--- src/rtl/rmq_pkg.sv ---
`timescale 1ns / 1ps
`default_nettype none

package rmq_pkg;

    localparam int IN_W          = 18;
    localparam int IN_FRAC_BITS  = 14;
    localparam int OUT_FRAC_BITS = 14;
    localparam int OUT_W         = 16;
    localparam int QW            = 20;  // signed width of an unnormalized component
    localparam int MAGW          = 19;  // magnitude of an unnormalized component
    localparam int NORM_W        = 30;  // width of normalized magnitudes; the largest nonzero one lies in [2^29, 2^30)
    localparam int NORM_MSB      = 29;
    localparam int SH_W          = 5;
    localparam int SQ_W          = 60;
    localparam int RAD_W         = 62;
    localparam int ROOT_W        = 31;
    localparam int REM_W         = 34;
    localparam int SQ_STEPS      = 31;
    localparam int QUO_W         = 15;
    localparam int NUM_W         = 45;
    localparam int FIFO_DEPTH    = 4;
    localparam int FIFO_AW       = 2;
    localparam int FIFO_CW       = 3;

    localparam logic signed [QW-1:0] UNIT_RAW      = QW'(2 ** IN_FRAC_BITS);
    localparam logic signed [QW-1:0] TRACE_EPS_RAW = QW'((2 ** IN_FRAC_BITS) / 100000);
    localparam logic [QUO_W-1:0]     OUT_LIMIT     = QUO_W'(2 ** OUT_FRAC_BITS);

    typedef enum logic [1:0] {
        BR_TRACE = 2'd0,
        BR_X     = 2'd1,
        BR_Y     = 2'd2,
        BR_Z     = 2'd3
    } branch_t;

    // One classified request as it travels from the front end to the back end.
    typedef struct packed {
        logic [3:0]            neg;
        logic [3:0][MAGW-1:0]  mag;
        branch_t               branch;
        logic                  degen;
    } rmq_item_t;

    // Sideband that rides along the back-end pipeline.
    typedef struct packed {
        logic [3:0] neg;
        branch_t    branch;
        logic       degen;
    } rmq_side_t;

endpackage

`default_nettype wire

--- src/rtl/rmq_front.sv ---
`timescale 1ns / 1ps
`default_nettype none

module rmq_front (
    input  wire logic                              aclk,
    input  wire logic                              aresetn,
    input  wire logic                              in_valid,
    output logic                                   in_ready,
    input  wire logic [8:0][rmq_pkg::IN_W-1:0]     rot,
    output logic                                   out_valid,
    input  wire logic                              out_ready,
    output rmq_pkg::rmq_item_t                     out_item
);
    import rmq_pkg::*;

    logic signed [QW-1:0] r [9];
    logic signed [QW-1:0] t, d, q [4];
    rmq_item_t item;
    logic valid_reg;
    rmq_item_t item_reg;

    always_comb begin
        for (int i = 0; i < 9; i++) begin
            r[i] = {{(QW - IN_W){rot[i][IN_W-1]}}, rot[i]};
        end
        t = r[0] + r[4] + r[8] + UNIT_RAW;
        item.branch = BR_TRACE;
        d = '0;
        if (t > TRACE_EPS_RAW) begin
            q[0] = r[7] - r[5]; q[1] = r[2] - r[6]; q[2] = r[3] - r[1]; q[3] = t;
        end else if (r[0] > r[4] && r[0] > r[8]) begin
            item.branch = BR_X;
            d = UNIT_RAW + r[0] - r[4] - r[8];
            q[0] = d; q[1] = r[1] + r[3]; q[2] = r[2] + r[6]; q[3] = r[7] - r[5];
        end else if (r[4] > r[8]) begin
            item.branch = BR_Y;
            d = UNIT_RAW + r[4] - r[0] - r[8];
            q[0] = r[1] + r[3]; q[1] = d; q[2] = r[5] + r[7]; q[3] = r[2] - r[6];
        end else begin
            item.branch = BR_Z;
            d = UNIT_RAW + r[8] - r[0] - r[4];
            q[0] = r[2] + r[6]; q[1] = r[5] + r[7]; q[2] = d; q[3] = r[3] - r[1];
        end
        for (int i = 0; i < 4; i++) begin
            item.neg[i] = q[i][QW-1];
            item.mag[i] = item.neg[i] ? MAGW'(-q[i]) : MAGW'(q[i]);
        end
        item.degen = ((item.branch != BR_TRACE) && (d <= 0)) ||
                     ((item.mag[0] | item.mag[1] | item.mag[2] | item.mag[3]) == '0);
    end

    assign in_ready  = !valid_reg || out_ready;
    assign out_valid = valid_reg;
    assign out_item  = item_reg;

    always_ff @(posedge aclk) begin
        if (!aresetn) begin
            valid_reg <= 1'b0;
        end else if (in_valid && in_ready) begin
            valid_reg <= 1'b1;
        end else if (out_ready) begin
            valid_reg <= 1'b0;
        end
    end

    always_ff @(posedge aclk) begin
        if (in_valid && in_ready) begin
            item_reg <= item;
        end
    end

endmodule

`default_nettype wire

--- config.mk ---
export PLATFORM = sky130hd
export DESIGN_NAME = rmq_front
export DESIGN_NICKNAME = d
export VERILOG_FILES = /design/src/rtl/rmq_pkg.sv /design/src/rtl/rmq_front.sv
export SDC_FILE = /design/constraint.sdc
export NUM_CORES = 1
export LEC_CHECK = 0
export BUFFER_PORTS_ARGS = -buffer_cell sky130_fd_sc_hd__clkbuf_2
export CORE_ASPECT_RATIO = 0.7
export CORE_MARGIN = 3
export CORE_UTILIZATION = 54
export DETAILED_ROUTE_END_ITERATION = 10
export PLACE_DENSITY_LB_ADDON = 0.15
export SETUP_SLACK_MARGIN = 0.4
export SYNTH_ARGS = -nofsm -noshare
export SYNTH_HDL_FRONTEND = slang
export SYNTH_SLANG_ARGS = --single-unit
--- constraint.sdc ---
create_clock -name aclk -period 8.7 [get_ports aclk]
set_clock_uncertainty 0.1 [all_clocks]
set_input_delay 0.435 -clock aclk [delete_from_list [all_inputs] [get_ports aclk]]
set_output_delay 0.435 -clock aclk [all_outputs]
set_load 0.1 [all_outputs]
# Word level (Yosys, flattened, before mapping)
# Cells that the tools add are included.
[totals] regBits=84 inputBits=166
[classes] addsub=22 n_lt_le_gt_ge=5 n_mux=15 bitwise=3 reduce_logical=9
[op_table] cell="two-way mux 80 bit" count=3
[op_table] cell="adder 18 x 18 -> 19 bit" count=4
[op_table] cell="two-way mux 19 bit" count=4
[op_table] cell="negator 19 bit" count=4
[op_table] cell="two-way mux 20 bit" count=3
[op_table] cell="subtractor 19 x 18 -> 20 bit" count=3
[op_table] cell="subtractor 20 x 18 -> 20 bit" count=3
[op_table] cell="adder 16 x 18 -> 19 bit (first input constant)" count=3
[op_table] cell="bitwise OR 19 bit" count=3
[op_table] cell="subtractor 18 x 18 -> 19 bit" count=3
[op_table] cell="> comparator 18 bit" count=3
[op_table] cell="adder 19 x 18 -> 20 bit" count=1
[op_table] cell="adder 20 x 16 -> 20 bit (second input constant)" count=1
[op_table] cell="> comparator 20 x 1 -> 1 bit (second input constant)" count=1
[op_table] cell="less-or-equal comparator 20 x 1 -> 1 bit (second input constant)" count=1
[op_table] cell="zero test 19 bit" count=1
[op_table] cell="two-way mux 2 bit" count=2
[op_table] cell="nonzero test 2 bit" count=2
[op_table] cell="logical AND 1 bit" count=3
[op_table] cell="two-way mux 1 bit" count=3
[op_table] cell="logical OR 1 bit" count=2
[op_table] cell="zero test 1 bit" count=1

# Depth between registers and ports, before layout
[logic_depth] ltp_word=13 depth_mapped=29 mapped_depth_nobuf=23

# Worst setup path after synthesis
# Ideal clock, no wire load.
[synth_path] path_kind="in2reg" from="input rot[2] in the netlist's numbering" to="register item_reg, in the netlist out_item[59], data pin" setup_time_ns=0.262 t_arrival_ns=6.092 path_slack_ns=2.246 path_stages=27 n_path_buf=5 path_cell_list="fa_1 -> ha_1 -> ha_1 -> fa_1 -> a21o_1 -> a221o_1 -> a31oi_1 -> xor2_1 -> o2111ai_1 -> and4bb_2 -> a21o_1 -> buf_4 -> buf_6 -> buf_2 -> buf_2 -> buf_2 -> and2_1 -> a21oi_1 -> inv_1 -> ha_1 -> inv_1 -> or3_1 -> a211oi_1 -> a31oi_1 -> or2_0 -> nor4_4 -> mux2_1"
[synth_lines] item="start: declaration" line_no="rmq_front.sv:9" rtl="input wire logic [8:0][rmq_pkg::IN_W-1:0] rot,"
[synth_lines] item="end signal: assignment" line_no="rmq_front.sv:68" rtl="item_reg <= item;"
[synth_lines] item="end: declaration" line_no="rmq_front.sv:20" rtl="rmq_item_t item_reg;"

==> impl_metrics.yaml <==
logic_synthesis:
  yosysTopAreaCellShare_pct: 19.85
  synth_cell_types: 105
  ys_seq_elements: 84
  synthesis.nets: 3294
  synth_area_leader_cell: "ha_1"
  ys_top_cells_by_area: "ha_1, edfxtp_1, fa_1"
  synth_area_mm2: 0.02193
  synthArstFlopShare_pct: 0
  synth_edf_count: 83
  synth-seq-area-share_pct: 11.45
  yosys_warnings: 0
  postSynthCellCount: 2694
  syn_area_per_cell_um2: 8.142
  synth_ff_type: "edfxtp_1"
setup_path:
  worst_path_dominant_cell_family: "compound AO/OA/AOI/OAI gates"
  r2r_setup_slack_ns: 6.74
  path_class: "in2reg"
  path_depth: 22
  critPathSlowestCell: "a21oi_4"
  cp.required_ns: 8.75
  slowest_delay_ns: 0.71
  startpoint: "rot[2]"
  cp_cell_sequence: "clkbuf_2, fa_1, ha_1, ha_1, fa_1, a21o_1, a221o_1, a31oi_1, o21ai_0, and3_1, o2111a_1, a21oi_4, a311oi_1, a21oi_1, ha_1, inv_1, or3_1, a211oi_1, a41oi_1, nor3_1, nand4_1, o22ai_1"
  arrival_ns: 6.94
  cp_max_fo: 24
  end_kind: "register"
  endpoint: "out_item[78]$_DFFE_PP_"
  critPathMostFrequentCell: "ha_1"
  worst_r2r_path_depth: 3
  rr_startpoint: "out_valid$_SDFFE_PN0P_"
  worst-path-buf-inv: 2
  critPathLaunchType: "input port"
  reg2reg_to: "out_item[0]$_DFFE_PP_"
route:
  postRouteAntennaNets: 0
  drc: 0
  num_vias: 22320
  drt-total-wl_um: 88980
  viasPerCell: 6.560
  drtPass1Iterations: 9
  drt_iter0_markers: 3392
  routedWlPerCell_um: 26.15
cts:
  clkTransAtPathRegs_ns: 0.08
  root_buffer: "clkbuf_16"
  clk_latency_ns: 0.36
  ctsResizeCount: 0
  clockBufferDepth: 2
  cts_max_level: 3
  clock_sink_count: 84
  post_cts_buffers: 0
  cts_tree: "built"
  hold_buffers: 0
  cts_buffers: 9
cells_and_area:
  diodes: 0
  final_layout_size_suffix_gt1_share_pct: 12.87
  fillers: 3623
  area_growth_pct: 8.550
  final_nets: 3462
grt:
  track_usage_pct: 39.86
  use_met3_pct: 16.34
  grt_overflow: 0
  grtUsageMet2_pct: 51.07
  grt_max_degree: 84
  grt_pass1_wl_um: 130000
  top_usage_layer: "met1"
  grt_pass1_vias: 20350
  grt_use_met1_pct: 61.73
  antenna_found_initial: 1
floorplan:
  io_pins: 251
  rows: 61
  start_util_pct: 54.95
  die_h_um: 174.6
  die_w_um: 246.9
  core_area_mm2: 0.03992
  die_area_mm2: 0.04311
flow_run:
  cap_violations: 0
outcome:
  status: "finished clean"
hold_path:
  whs_path_depth: 2
  hold_path_class: "in2reg"
sta:
  rsz0062_at_grt: "false"
  slew_headroom_pct: 12.45
  hold_viol: 0
  setup-tns-final_ns: 0
  worstMarginPinSlew_ns: 1.300
  setup_violations: 0
  min_period_ns: 6.883
  whs_ns: 0.2120
  timing.final.crit_share_pct: 79.12
  slew_viol_final: 0
  max_freq_mhz: 145.3
power_and_ir_drop:
  peakVddDrop_uv: 450.5
  p_per_area_mw_per_mm2: 283.2
  cellLeakagePower_nw: 10.85
placement:
  numPortBuffers: 250
  hpwl_um: 75140
  routabilityCongestion: 1.114
==> synth_stat cells (12+ instances only) <==
cell	number
nand2b_1	39
mux2i_1	61
a21oi_1	192
o22ai_1	12
nor2b_1	45
or3_1	22
a2111oi_0	14
mux2_2	27
inv_1	243
nor4_1	23
clkbuf_1	56
o31ai_1	24
a211o_1	15
and3_1	23
xnor2_1	136
nor2_1	181
o21bai_1	20
nand3_1	52
buf_2	38
edfxtp_1	83
or4_1	14
fa_1	86
o21a_1	29
nand4_1	16
ha_1	348
or2_2	12
o211ai_1	33
nor3_1	74
a21o_1	42
o21ai_0	130
and2_1	28
a31oi_1	46
nand2_1	156
a211oi_1	61
xor2_1	56
==> sequential cells by signal, summed over array words and instances (netlist names) <==
signal     count
out_item      83
out_valid      1
==> metrics by stage <==
step | power [W] | std cells | instance area (um^2) | setup WS, ns | utilization (%)
after floorplan | 0.004705 | 2694 | 21930 | 2.246 | -
final | 0.006742 | 3402 | 23810 | 1.817 | 59.65
after global routing | 0.006976 | 3402 | 23810 | 1.554 | 59.65
after CTS | 0.006531 | 3402 | 23810 | 2.063 | 59.65
after global placement | 0.006062 | 3386 | 23510 | 1.823 | 58.89
after detailed placement | 0.006100 | 3386 | 23510 | 1.710 | 58.89
==> logic make-up (layout without fill, tap and decap cells) <==
kind of cell	Yosys count	count (layout)	share of synthesized area, %
compound gates	791	791	24.62
simple gates	738	738	17.30
fa+ha+maj	434	434	27.70
buf+inv	360	533	6.737
xor+xnor	192	192	7.666
mux	95	95	4.529
flops	84	84	11.45
==> per-layer routing <==
| metal | part of all wire [%] | up-vias |
|---|---|---|
| li1 | - | 10080 |
| met1 | 46 | 10590 |
| met2 | 37 | 1497 |
| met3 | 16 | 148 |
| met4 | 2.0 | 0 |
| met5 | 0 | - |
==> worst reg2reg max path, stage by stage (launching register included) <==
cell and delay, ns:
dfxtp_1 0.32, nand2b_1 0.11, and2_4 0.15, buf_4 0.86
==> report_power, final <==
group          internal [W]  switching [W]  total, W
logic               0.00145        0.00406   0.00550
clock network      0.000205       0.000207  0.000412
registers          0.000758      0.0000695  0.000828
total               0.00241        0.00433   0.00674
==> cell type report <==
type / count / area (um^2) / share of cell area [%]
Multi-Input combinational cell: 2250 / 17990 / 75.56
Tap cell: 535 / 669.4 / 2.811
Sequential cell: 84 / 2512 / 10.55
Clock buffer: 9 / 225.2 / 0.9459
Clock inverter: 7 / 76.32 / 0.3205
Timing Repair Buffer: 272 / 1416 / 5.949
Inverter: 245 / 919.6 / 3.862
==> layout by cell type (no fill, tap or decap), types with 11 or more instances in the layout <==
master,synthesis,layout
ha_1,348,348
a41oi_1,11,11
nor4_1,23,23
edfxtp_1,83,83
a22oi_1,11,11
and2_1,28,27
a221oi_1,11,11
xor2_1,56,56
or4_1,14,14
a211o_1,15,15
o21bai_1,20,20
fa_1,86,86
and3_1,23,23
o31ai_1,24,24
mux2_2,27,27
nand2b_1,39,39
xnor2_1,136,135
o22ai_1,12,12
inv_1,243,243
or2_2,12,12
nand2_1,156,156
nor2b_1,45,45
nor3_1,74,74
o21ai_0,130,130
a2111oi_0,14,14
a31oi_1,46,46
nor2_1,181,181
clkbuf_2,0,250
o211ai_1,33,33
or3_1,22,22
a21o_1,42,41
mux2i_1,61,61
buf_4,7,22
nand4_1,16,16
nand3_1,52,52
a211oi_1,61,61
o21a_1,29,29
a21oi_1,192,191
==> worst min-delay path by stage <==
| stage | slack [ns] | startpoint | endpoint |
|---|---|---|---|
| 3_5_place_dp | 0.45 | out_valid$_SDFFE_PN0P_ | out_valid$_SDFFE_PN0P_ |
| 5_1_grt | 0.22 | aresetn | out_valid$_SDFFE_PN0P_ |
| 6_report | 0.21 | aresetn | out_valid$_SDFFE_PN0P_ |
| 3_3_place_gp | 0.41 | out_valid$_SDFFE_PN0P_ | out_valid$_SDFFE_PN0P_ |
| 4_1_cts | 0.21 | aresetn | out_valid$_SDFFE_PN0P_ |
| 2_1_floorplan | 0.47 | in_valid | out_valid$_SDFFE_PN0P_ |
(Power assumes the default switching activity.)
