==> src/rtl/rmq_pkg.sv <==
`timescale 1ns / 1ps
`default_nettype none

package rmq_pkg;

    localparam int IN_W          = 18;
    localparam int IN_FRAC_BITS  = 14;
    localparam int OUT_FRAC_BITS = 14;
    localparam int OUT_W         = 16;
    localparam int QW            = 20;  // signed width of an unnormalized component
    localparam int MAGW          = 19;  // magnitude of an unnormalized component
    localparam int NORM_W        = 30;  // width of normalized magnitudes; the largest nonzero one lies in [2^29, 2^30)
    localparam int NORM_MSB      = 29;
    localparam int SH_W          = 5;
    localparam int SQ_W          = 60;
    localparam int RAD_W         = 62;
    localparam int ROOT_W        = 31;
    localparam int REM_W         = 34;
    localparam int SQ_STEPS      = 31;
    localparam int QUO_W         = 15;
    localparam int NUM_W         = 45;
    localparam int FIFO_DEPTH    = 4;
    localparam int FIFO_AW       = 2;
    localparam int FIFO_CW       = 3;

    localparam logic signed [QW-1:0] UNIT_RAW      = QW'(2 ** IN_FRAC_BITS);
    localparam logic signed [QW-1:0] TRACE_EPS_RAW = QW'((2 ** IN_FRAC_BITS) / 100000);
    localparam logic [QUO_W-1:0]     OUT_LIMIT     = QUO_W'(2 ** OUT_FRAC_BITS);

    typedef enum logic [1:0] {
        BR_TRACE = 2'd0,
        BR_X     = 2'd1,
        BR_Y     = 2'd2,
        BR_Z     = 2'd3
    } branch_t;

    // One classified request as it travels from the front end to the back end.
    typedef struct packed {
        logic [3:0]            neg;
        logic [3:0][MAGW-1:0]  mag;
        branch_t               branch;
        logic                  degen;
    } rmq_item_t;

    // Sideband that rides along the back-end pipeline.
    typedef struct packed {
        logic [3:0] neg;
        branch_t    branch;
        logic       degen;
    } rmq_side_t;

endpackage

`default_nettype wire

==> src/rtl/rmq_fifo.sv <==
`timescale 1ns / 1ps
`default_nettype none

module rmq_fifo (
    input  wire logic                aclk,
    input  wire logic                aresetn,
    input  wire logic                in_valid,
    output logic                     in_ready,
    input  wire rmq_pkg::rmq_item_t  in_item,
    output logic                     out_valid,
    input  wire logic                out_ready,
    output rmq_pkg::rmq_item_t       out_item
);
    import rmq_pkg::*;

    rmq_item_t             slot_reg [FIFO_DEPTH];
    logic [FIFO_AW-1:0]    wr_ptr_reg, rd_ptr_reg;
    logic [FIFO_CW-1:0]    count_reg, count_next;
    logic                  push, pop;

    assign in_ready  = (count_reg != FIFO_CW'(FIFO_DEPTH));
    assign out_valid = (count_reg != '0);
    assign out_item  = slot_reg[rd_ptr_reg];
    assign push      = in_valid && in_ready;
    assign pop       = out_valid && out_ready;

    always_comb begin
        count_next = count_reg;
        if (push && !pop) begin
            count_next = count_reg + 1'b1;
        end else if (pop && !push) begin
            count_next = count_reg - 1'b1;
        end
    end

    always_ff @(posedge aclk) begin
        if (!aresetn) begin
            wr_ptr_reg <= '0;
            rd_ptr_reg <= '0;
            count_reg  <= '0;
        end else begin
            if (push) begin
                wr_ptr_reg <= wr_ptr_reg + 1'b1;
            end
            if (pop) begin
                rd_ptr_reg <= rd_ptr_reg + 1'b1;
            end
            count_reg <= count_next;
        end
    end

    always_ff @(posedge aclk) begin
        if (push) begin
            slot_reg[wr_ptr_reg] <= in_item;
        end
    end

    // The fill count must agree with the distance between the pointers.
    assert property (@(posedge aclk) disable iff (!aresetn)
        (count_reg == FIFO_CW'(FIFO_DEPTH)) ||
        (FIFO_AW'(count_reg) == FIFO_AW'(wr_ptr_reg - rd_ptr_reg)))
        else $error("fifo count and pointers disagree");

    assert property (@(posedge aclk) disable iff (!aresetn)
        count_reg <= FIFO_CW'(FIFO_DEPTH))
        else $error("fifo overfilled");

endmodule

`default_nettype wire

==> config.mk <==
export PLATFORM = sky130hd
export DESIGN_NAME = rmq_fifo
export DESIGN_NICKNAME = d
export VERILOG_FILES = /design/src/rtl/rmq_pkg.sv /design/src/rtl/rmq_fifo.sv
export SDC_FILE = /design/constraint.sdc
export NUM_CORES = 1
export LEC_CHECK = 0
export BUFFER_PORTS_ARGS = -buffer_cell sky130_fd_sc_hd__buf_2
export CORE_UTILIZATION = 45
export CTS_BUF_LIST = sky130_fd_sc_hd__clkbuf_4 sky130_fd_sc_hd__clkbuf_8 sky130_fd_sc_hd__clkbuf_16
export CTS_CLUSTER_SIZE = 20
export DETAILED_ROUTE_END_ITERATION = 8
export PLACE_DENSITY = 0.76
export SETUP_SLACK_MARGIN = 0.15
export SLEW_MARGIN = 5
export SYNTH_ARGS = -nofsm -noshare
export SYNTH_HDL_FRONTEND = slang
export SYNTH_SLANG_ARGS = --single-unit
==> constraint.sdc <==
create_clock -name aclk -period 4.5 [get_ports aclk]
set_input_delay 0.45 -clock aclk [delete_from_list [all_inputs] [get_ports aclk]]
set_output_delay 0.45 -clock aclk [all_outputs]
set_load 0.01 [all_outputs]
Word-level counts from Yosys, hierarchy flattened. Memories as Yosys holds them, arrays and structs flattened. A register that Yosys moved wholly into a read port is not among the register bits. Cells that the tools add are included.

Word-level logic and storage cells: 23. Input bits: 87. Memories kept: 1. Output and inout port bits: 85. Register bits after elaboration: 7. Bits in writable memories: 332.

Add/subtract/negate cells: 4. Equal/unequal tests: 1. Multiplexer cells: 6. Reductions and logical operators: 8.

Memories: slot_reg (words 4, width 83, rd ports 1, clocked after memory_dff 1, write ports 1, line rmq_fifo.sv:16) `rmq_item_t slot_reg [FIFO_DEPTH];`.

Operators by type and width (count): 2-to-1 mux 3 bit (2); adder 2 x 1 -> 2 bit (second input constant) (2); logical AND 1 bit (4); 2-to-1 mux 2 bit (2); adder 3 x 1 -> 3 bit (second input constant) (1); != test 3 bit (second input constant) (1); nonzero test 3 bit (1); subtractor 3 x 1 -> 3 bit (second input constant) (1); zero test 1 bit (2); 2-to-1 mux 1 bit (2); nonzero test 2 bit (1).

Depth between registers and ports, before layout. Gate-level depths: netlist (run 1).

Depth after elaboration: 6. Depth in mapped cells: 8. Depth with buffers taken out: 8.

Worst setup path after synthesis (run 1). Ideal clock, no wire load.

Path kind: register -> register. Start point: reg count_reg[0]. End point: mem slot_reg[0][0] in the netlist's numbering (enable). Slack: 1275 ps. Arrival time: 2775 ps. Stages on the path, launching flop included: 4. Period minus slack after synthesis: 3225 ps. Setup time: 451 ps. Buffers on the path: 0. Required time: 4049 ps. Cell sequence: dfxtp_1 nor2_1 a21boi_2 and2_1.

Longest elaborated chain between the ends: 4.

RTL lines: start, declared (line rmq_fifo.sv:18) `logic [FIFO_CW-1:0] count_reg, count_next;`; start signal, assigned (line rmq_fifo.sv:48) `count_reg <= count_next;`; != test 3 bit (line rmq_fifo.sv:21) `assign in_ready = (count_reg != FIFO_CW'(FIFO_DEPTH));`; logical AND 1 bit (line rmq_fifo.sv:24) `assign push = in_valid && in_ready;`; via push (line rmq_fifo.sv:19) `logic push, pop;`; 2-to-1 mux 1 bit (line rmq_fifo.sv:53) `if (push) begin`; 2-to-1 mux 1 bit (not written as such) (line rmq_fifo.sv:54) `slot_reg[wr_ptr_reg] <= in_item;`; end, declared (line rmq_fifo.sv:16).

The timed path passes the listed nets, and every way through them passes these cells.

==> results of run 1 <==
worst max-delay path, delay by kind of cell (launching register included):
kind,cells,cell delay (ps)
buffers and inverters,2,590
multiplexers,1,590
flip-flops,1,880
worst max path at each step:
stage	start	to	slack, ps
floorplan	count_reg[0]	slot_reg[0][0]	1270
global placement	count_reg[0]	slot_reg[0][82]	1880
detailed placement	count_reg[0]	slot_reg[0][42]	1770
CTS	register	out_item[34]	1350
global route	register	out_item[73]	1240
finish	register	out_item[78]	1470
area by class of cell:
type                    count  area (um^2)  area share, %
diodes                      2         5.00         0.0339
clock buffers              47         1000           6.78
clock inverters            16         75.1          0.509
inverters                   3         11.3         0.0763
multi-input cells         118         2160           14.7
flip-flops and latches    341        10200           68.8
well taps                 341          427           2.89
repair buffers            177          913           6.19
synth_stat cells:
cell type / instances
or3_1: 2
buf_2: 9
fa_1: 1
a21boi_2: 1
nor2b_1: 1
clkbuf_1: 2
dfxtp_1: 9
xor2_1: 1
nand2_1: 5
xnor2_1: 3
mux4_2: 83
ha_1: 5
a21boi_0: 1
mux2i_1: 3
o31ai_2: 1
inv_1: 3
o21ai_0: 1
edfxtp_1: 332
and2_1: 8
buf_6: 8
nor2_1: 1
o311ai_1: 1
through the flow:
stage          total power (uW)  util, %
5_1_grt                    8870     54.6
3_3_place_gp               5900     50.6
6_report                   8520     54.6
4_1_cts                    8640     54.6
2_1_floorplan              5310        -
3_5_place_dp               5970     50.6
kinds of logic (layout without fill, tap and decap cells):
logic type                 after synthesis  in the layout
DFF                                    341            341
muxes                                   86             86
buffers and inverters                   22            243
and+or+nand+nor                         17             17
adders and majority gates                6              6
AOI/OAI and AO/OA                        5              5
xor gates and xnor gates                 4              4
other                                    0              2
per-layer routing:
metal	up-vias	GRT usage [%]	part of all wire, %
li1	2453	-	-
met5	-	0	0.29
met1	2888	21.0	42
met2	179	27.1	49
met4	10	4.70	1.8
met3	47	4.70	6.5
report_power, final:
group / internal, uW / switching, uW
Sequential: 3860 / 226
Clock: 1560 / 1100
Combinational: 901 / 869
==> impl_metrics.json, run 1 <==
{
  "synth_area_leaders": "edfxtp_1 80%, mux4_2 15%, dfxtp_1 1.4%",
  "hold_viol": 0,
  "largest_reg_flops": 332,
  "die_w_um": 168,
  "cts_root_buf": "clkbuf_16",
  "clock_latency_ps": 490,
  "syn_to_final_growth_pct": 18.4,
  "yosys.cell_types.count": 22,
  "netlist_area_um2": 12500,
  "path_cells": "buf_12 -> mux4_2 -> buf_2",
  "clkTransAtPathRegs_ps": 60,
  "clock_path_buffers": 3,
  "timing.final.ws_setup_ps": 1470,
  "postSynthNetCount": 574,
  "fin_skew_ps": 18.7,
  "wire_per_inst_um": 21.7,
  "synth.top_cell.area_share_pct": 80.0,
  "clock_sinks": 341,
  "max-cap-violations": 0,
  "synth_compound_area_share_pct": 0.362,
  "drive_above_1_share_pct": 46.0,
  "placementRows": 60,
  "grtUsageTotal_pct": 16.3,
  "die_area_um2": 28400,
  "grt_pass1_wl_um": 34700,
  "fmax_ghz": 0.330,
  "antenna_found_initial": 7,
  "status": "completed",
  "final_common_cell": "edfxtp_1",
  "worstPathRequired_ps": 4050,
  "via_per_inst": 5.34,
  "finalSetupViolations": 0,
  "hp-start": "in_item[76]",
  "leakage_uw": 0.00494,
  "port_buffers": 171,
  "worst-path-max-fanout": 45,
  "slew_headroom_pct": 24.1,
  "fin_cells": 1045,
  "yosysWarnings": 0,
  "tightest_slew_ps": 1140,
  "hold_ws_ps": 171,
  "io_pins": 172,
  "cts_buffers": 36,
  "tns_ps": 0,
  "first_iter_violations": 463,
  "p_per_area_nw_per_um2": 578,
  "coreArea_um2": 27000,
  "reg2reg_slack_ps": 1810,
  "final_max_slew_viol_count": 0,
  "drtPass1Iterations": 4,
  "synth_top_family_by_area": "multiplexers",
  "routabilityCongestion": 0.716,
  "cp.arrival_ps": 2580,
  "post-cts-setup-buffers": 0,
  "pre_cts_ws_ps": 1770,
  "ir_drop_v": 0.000277,
  "synthSimpleGateAreaFrac_pct": 0.733,
  "grt_overflow_total": 0,
  "synth_xor_xnor_area_share_pct": 0.281,
  "cts_resized": 0,
  "muxShareOfSynthArea_pct": 15.2,
  "wirelength_um": 22600,
  "drc": 0,
  "r2r-start": "count_reg[0]",
  "holdPathStages": 1,
  "crit_slowest_cell": "dfxtp_4",
  "post-route-cell-area_um2": 14800,
  "hold_path_class": "in -> reg",
  "ys_ff_latch": 341,
  "grt_max_degree": 74,
  "period_minus_slack_ps": 3030,
  "reg2reg_depth": 4,
  "avgSynthCellArea_um2": 25.9,
  "synthAdderAreaFrac_pct": 0.663,
  "crit_type": "reg -> out",
  "initial_core_util_pct": 46.1,
  "dp_cells": 980,
  "postPlaceCellArea_um2": 13700,
  "r2r-end": "slot_reg[2][37]",
  "final_nets": 770,
  "final_antenna_net_count": 0,
  "grt_pass1_vias": 6127,
  "num_vias": 5577,
  "fin_crit_sh_pct": 67.4,
  "htreeDepth": 2,
  "syn_inst": 481,
  "yosysTopAreaCell": "edfxtp_1",
  "dp_hpwl_um": 13500,
  "filler_cell_count": 2031,
  "cts_tree": "built",
  "die_y_um": 168,
  "start_kind": "register",
  "final_cell_mix": "332 x edfxtp_1, 171 x buf_2, 83 x mux4_2",
  "end_kind": "output pin",
  "seq_area_frac_synth_pct": 81.5,
  "slowest_delay_ps": 880,
  "rsz0062_at_grt": "false",
  "min_to": "slot_reg[0][76]",
  "postCtsHoldBufs": 0
}
Note: power is estimated with default switching activity, not from simulation.
==> run 2, diff against run 1 <==
ABC_AREA = 1   (was unset)
clock period = 3.1 ns   (was 4.5 ns; I/O delays follow)
==> run 2 against run 1 <==
Effect of this change: largest cell class unchanged; core utilization is 0.085 points lower; clock power is 60% higher; synthesized cell count is 81% higher; register-to-register slack worse by 940 ps; synthesized area is 2.6% higher; critical endpoint is now out_item[7]; first-iteration DRC count is 70% higher; clock skew is 6.9 ps lower.
==> impl_metrics.json, run 2 <==
{
  "antenna_found_initial": 6,
  "initial_core_util_pct": 45.9,
  "worstPathRequired_ps": 2790,
  "period_minus_slack_ps": 2740,
  "yosysWarnings": 0,
  "clock_latency_ps": 500,
  "final_core_utilization_pct": 54.5,
  "avgSynthCellArea_um2": 14.7,
  "synth_common_cells": "332 x edfxtp_1, 180 x nor2_1, 107 x o21ai_0",
  "htreeDepth": 2,
  "hold_viol": 0,
  "cts_buffers": 35,
  "timing.critical_path.buf_inv": 2,
  "end_kind": "output pin",
  "min_to": "slot_reg[1][30]",
  "drive_above_1_share_pct": 23.7,
  "syn_inst": 871,
  "hp-start": "in_item[30]",
  "io_pins": 172,
  "drc": 0,
  "wirelength_um": 26300,
  "fin_skew_ps": 11.7,
  "seq_area_frac_synth_pct": 79.4,
  "status": "completed",
  "cp_top_family": "buffers and inverters",
  "port_buffers": 171,
  "postSynthNetCount": 964,
  "slew_headroom_pct": 52.6,
  "async_flop_share_pct": 0,
  "max-cap-violations": 0,
  "num_vias": 7685,
  "synth_area_leaders": "edfxtp_1 78%, nor2_1 5.3%, o21ai_0 4.2%",
  "cts_root_buf": "clkbuf_16",
  "tns_ps": 0,
  "die_area_um2": 29100,
  "final_antenna_net_count": 0,
  "syn_to_final_growth_pct": 18.8,
  "grt_overflow_total": 0,
  "synth.top_cell.area_share_pct": 78.0,
  "clock_sinks": 341,
  "final_nets": 1135,
  "wire_per_inst_um": 18.2,
  "die_w_um": 171,
  "synth_edf_count": 332,
  "coreArea_um2": 27900,
  "hold_path_class": "in -> reg",
  "fin_crit_sh_pct": 88.5,
  "clkTransAtPathRegs_ps": 60,
  "leakage_uw": 0.00533,
  "grt_pass1_wl_um": 40400,
  "netlist_area_um2": 12800,
  "yosys.cell_types.count": 20,
  "routabilityCongestion": 0.721,
  "dp_hpwl_um": 14900,
  "yosysTopAreaCell": "edfxtp_1",
  "path_cells": "buf_4 -> o21ai_0 -> o22ai_1 -> buf_2",
  "worst-path-max-fanout": 52,
  "postCtsHoldBufs": 0,
  "synth_most_common_cell": "edfxtp_1",
  "drtPass1Iterations": 5,
  "fmax_ghz": 0.364,
  "clock_path_buffers": 3,
  "die_y_um": 171,
  "r2r-start": "count_reg[0]",
  "rsz0062_at_grt": "false",
  "largest_reg_flops": 332,
  "holdPathStages": 1,
  "slowest_delay_ps": 730,
  "start_kind": "register",
  "ys_ff_latch": 341,
  "via_per_inst": 5.32,
  "r2r-end": "count_reg[1]",
  "grt_pass1_vias": 7659,
  "grtUsageTotal_pct": 18.1,
  "grt_max_degree": 74,
  "ir_drop_v": 0.000518,
  "placementRows": 61,
  "ys.flop_type": "edfxtp_1",
  "final_common_cell": "edfxtp_1",
  "tightest_slew_ps": 711,
  "p_per_area_nw_per_um2": 849,
  "final_max_slew_viol_count": 0,
  "reg2reg_depth": 9,
  "crit_type": "reg -> out",
  "filler_cell_count": 2176,
  "finalSetupViolations": 0,
  "final_cell_mix": "332 x edfxtp_1, 176 x nor2_1, 171 x buf_2",
  "crit_slowest_cell": "dfxtp_4",
  "reg2reg_slack_ps": 870,
  "cts_tree": "built",
  "first_iter_violations": 785,
  "cp.arrival_ps": 2430
}
[run 2: worst max path at each step]
| stage | start | endpoint | slack [ps] | cells past startpoint |
|---|---|---|---|---|
| after floorplan | count_reg[0] | slot_reg[0][0] | -270 | 4 |
| after global placement | register | out_item[79] | 860 | 4 |
| after detailed placement | register | out_item[79] | 790 | 4 |
| after CTS | register | out_item[57] | 270 | 4 |
| after global routing | register | out_item[71] | 160 | 4 |
| final | register | out_item[7] | 360 | 4 |
[run 2: metrics by stage]
stage | std cells | hold slack, ps | total power [uW] | instance area (um^2) | setup slack, ps
after global routing | 1442 | 9.65 | 13500 | 15200 | 161
after floorplan | 871 | 409 | 7690 | 12800 | -267
final | 1444 | 22.6 | 12900 | 15200 | 355
after CTS | 1442 | 1.17 | 13000 | 15200 | 266
after detailed placement | 1383 | 491 | 8750 | 14000 | 795
after global placement | 1383 | 482 | 8680 | 14000 | 857
[run 2: logic make-up after synthesis]
group                      after synthesis  share of synthesized area, %
AOI/OAI and AO/OA                      253                          10.7
adders and majority gates                6                         0.646
DFF                                    341                          79.4
and+or+nand+nor                        200                          5.94
xor gates and xnor gates                 1                        0.0685
buffers and inverters                   70                          3.21
[run 2: per-layer routing]
metal  vias up  GRT usage, %  wire length (um)
li1       3621             -                 -
met1      3716          23.1             10900
met2       283          30.0             12800
met3        57          4.42              1840
met4         8          6.66               601
met5         -             0                53
[run 2: what timing repair did]
item / in CTS / in global routing
buffers inserted: 0 / 0
gates resized for setup: 0 / 1
setup endpoints to repair: 0 / 10
[run 2: where the power goes]
group | total [uW] | leakage (uW) | switching [uW] | internal (uW)
registers | 5800 | 0.00312 | 199 | 5600
logic | 2840 | 0.00163 | 1880 | 961
clock network | 4250 | 0.000579 | 1620 | 2630
[run 2: area by class of cell]
cell class | instances | area [um^2] | area share (%)
clock inverters | 17 | 221 | 1.46
multi-input cells | 460 | 2250 | 14.8
diodes | 2 | 5.00 | 0.0330
flip-flops and latches | 341 | 10200 | 66.9
inverters | 16 | 65.1 | 0.429
repair buffers | 188 | 1050 | 6.91
clock buffers | 42 | 963 | 6.35
well taps | 378 | 473 | 3.11
==> run 3, diff against run 2 <==
CORE_MARGIN = 10   (was unset)
REMOVE_ABC_BUFFERS = 1   (was unset)
==> run 3 against run 2 <==
Effect of this change: sequential share of layout area shrank 0.35 points; final cell count increased by 0.90%; clock skew is 3.6 ps lower; global-route usage shrank 3.1 points.
==> impl_metrics.json, run 3 (same netlist as run 2, synthesis figures left out) <==
{
  "port_buffers": 171,
  "slowest_delay_ps": 640,
  "combinationalPowerShare_pct": 22.2,
  "grt_max_degree": 84,
  "r2r-end": "count_reg[1]",
  "clock_latency_ps": 500,
  "worst-path-max-fanout": 60,
  "coreArea_um2": 27900,
  "fmax_ghz": 0.363,
  "hold_viol": 0,
  "r2r-start": "count_reg[0]",
  "drc": 0,
  "worstPathRequired_ps": 2790,
  "tns_ps": 0,
  "power_frac_seq_pct": 44.8,
  "slew_headroom_pct": 53.1,
  "rsz0062_at_grt": "false",
  "hold_path_class": "in -> reg",
  "grt_pass1_wl_um": 42800,
  "fin_cells": 1457,
  "clkTransAtPathRegs_ps": 60,
  "ir_drop_v": 0.000537,
  "cp_top_family": "buffers and inverters",
  "end_kind": "output pin",
  "die_y_um": 189,
  "die_area_um2": 35500,
  "largest_reg_flops": 332,
  "timing.critical_path.buf_inv": 2,
  "timing.final.ws_setup_ps": 344,
  "status": "completed",
  "drtPass1Iterations": 5,
  "internal_power_uw": 9190,
  "routabilityCongestion": 0.744,
  "pwr-share-clk_pct": 33.0,
  "p_sw_share_pct": 28.8,
  "final_cell_mix": "332 x edfxtp_1, 176 x nor2_1, 171 x buf_2",
  "holdPathStages": 1,
  "switchingPower_uw": 3710,
  "clock_sinks": 341,
  "path_cells": "buf_4 -> o21ai_0 -> o22ai_1 -> buf_2",
  "dp_hpwl_um": 15700,
  "finalSetupViolations": 0,
  "first_iter_violations": 487,
  "cp.arrival_ps": 2450,
  "cts_root_buf": "clkbuf_16",
  "filler_cell_count": 2263,
  "crit_slowest_cell": "dfxtp_4",
  "final_nets": 1144,
  "initial_core_util_pct": 45.8,
  "grtUsageTotal_pct": 15.0,
  "num_vias": 7685,
  "reg2reg_depth": 9,
  "min_to": "slot_reg[1][72]",
  "io_pins": 172,
  "via_per_inst": 5.27,
  "htreeDepth": 2,
  "grt_overflow_total": 0,
  "wire_per_inst_um": 18.7,
  "fin_skew_ps": 8.16,
  "syn_to_final_growth_pct": 19.4,
  "fin_crit_sh_pct": 88.9,
  "placementRows": 61,
  "leakage_uw": 0.00536,
  "antenna_found_initial": 5,
  "final_antenna_net_count": 0,
  "cts_buffers": 36,
  "final_common_cell": "edfxtp_1",
  "dp_cells": 1383,
  "cts_tree": "built",
  "clock_path_buffers": 3,
  "die_w_um": 189,
  "pre_cts_ws_ps": 829,
  "post-cts-setup-buffers": 0,
  "tightest_slew_ps": 704,
  "final_max_slew_viol_count": 0,
  "p_per_area_nw_per_um2": 846,
  "drive_above_1_share_pct": 23.2,
  "hold_ws_ps": 21.7,
  "max-cap-violations": 0,
  "start_kind": "register",
  "hp-start": "in_item[72]",
  "period_minus_slack_ps": 2760,
  "cts_resized": 0,
  "crit_type": "reg -> out",
  "grt_pass1_vias": 7879,
  "reg2reg_slack_ps": 890,
  "postCtsHoldBufs": 7,
  "wirelength_um": 27300
}
-- run 3: worst register-to-register path: cells and delay by family, from the launching register on --
| kind | cells | cell delay, ps |
|---|---|---|
| DFF | 1 | 350 |
| buffers and inverters | 2 | 230 |
| adders and majority gates | 2 | 650 |
| and+or+nand+nor | 4 | 690 |
| AOI/OAI and AO/OA | 1 | 180 |
-- run 3: through the flow --
stage / power, uW / cell area (um^2) / util (%)
final: 12900 / 15300 / 54.6
after global routing: 13600 / 15300 / 54.6
after CTS: 13100 / 15200 / 54.6
after detailed placement: 8800 / 14000 / 50.1
after global placement: 8710 / 14000 / 50.1
after floorplan: 7510 / 12400 / -
-- run 3: layout make-up --
cell class / count / area (um^2) / share of cell area, %
well taps: 378 / 473 / 3.10
clock buffers: 42 / 963 / 6.31
flip-flops and latches: 341 / 10200 / 66.5
repair buffers: 196 / 1130 / 7.38
clock inverters: 21 / 225 / 1.48
inverters: 16 / 62.6 / 0.410
diodes: 3 / 7.51 / 0.0492
multi-input cells: 460 / 2250 / 14.7
-- run 3: power by group through the flow --
stage	combinational [uW]	sequential, uW	clock, uW
after detailed placement	2920	5880	0
after global routing	3210	5820	4560
after floorplan	1520	5990	0
after CTS	2930	5780	4350
after global placement	2860	5860	0
final	2860	5780	4260
-- run 3: worst max path at each step --
| stage | from | to | slack [ps] | cells past startpoint |
|---|---|---|---|---|
| after floorplan | register | out_item[0] | -1680 | 3 |
| after global placement | register | out_item[57] | 900 | 5 |
| after detailed placement | register | out_item[57] | 830 | 5 |
| after CTS | register | out_item[57] | 280 | 5 |
| after global routing | register | out_item[50] | 170 | 5 |
| final | register | out_item[32] | 340 | 4 |
-- run 3: per-layer routing --
layer / vias up / part of all wire, % / GRT usage, %
li1: 3643 / - / -
met1: 3749 / 41 / 18.1
met2: 247 / 49 / 25.5
met3: 40 / 7.9 / 4.73
met4: 6 / 1.5 / 3.88
met5: - / 0.12 / 0
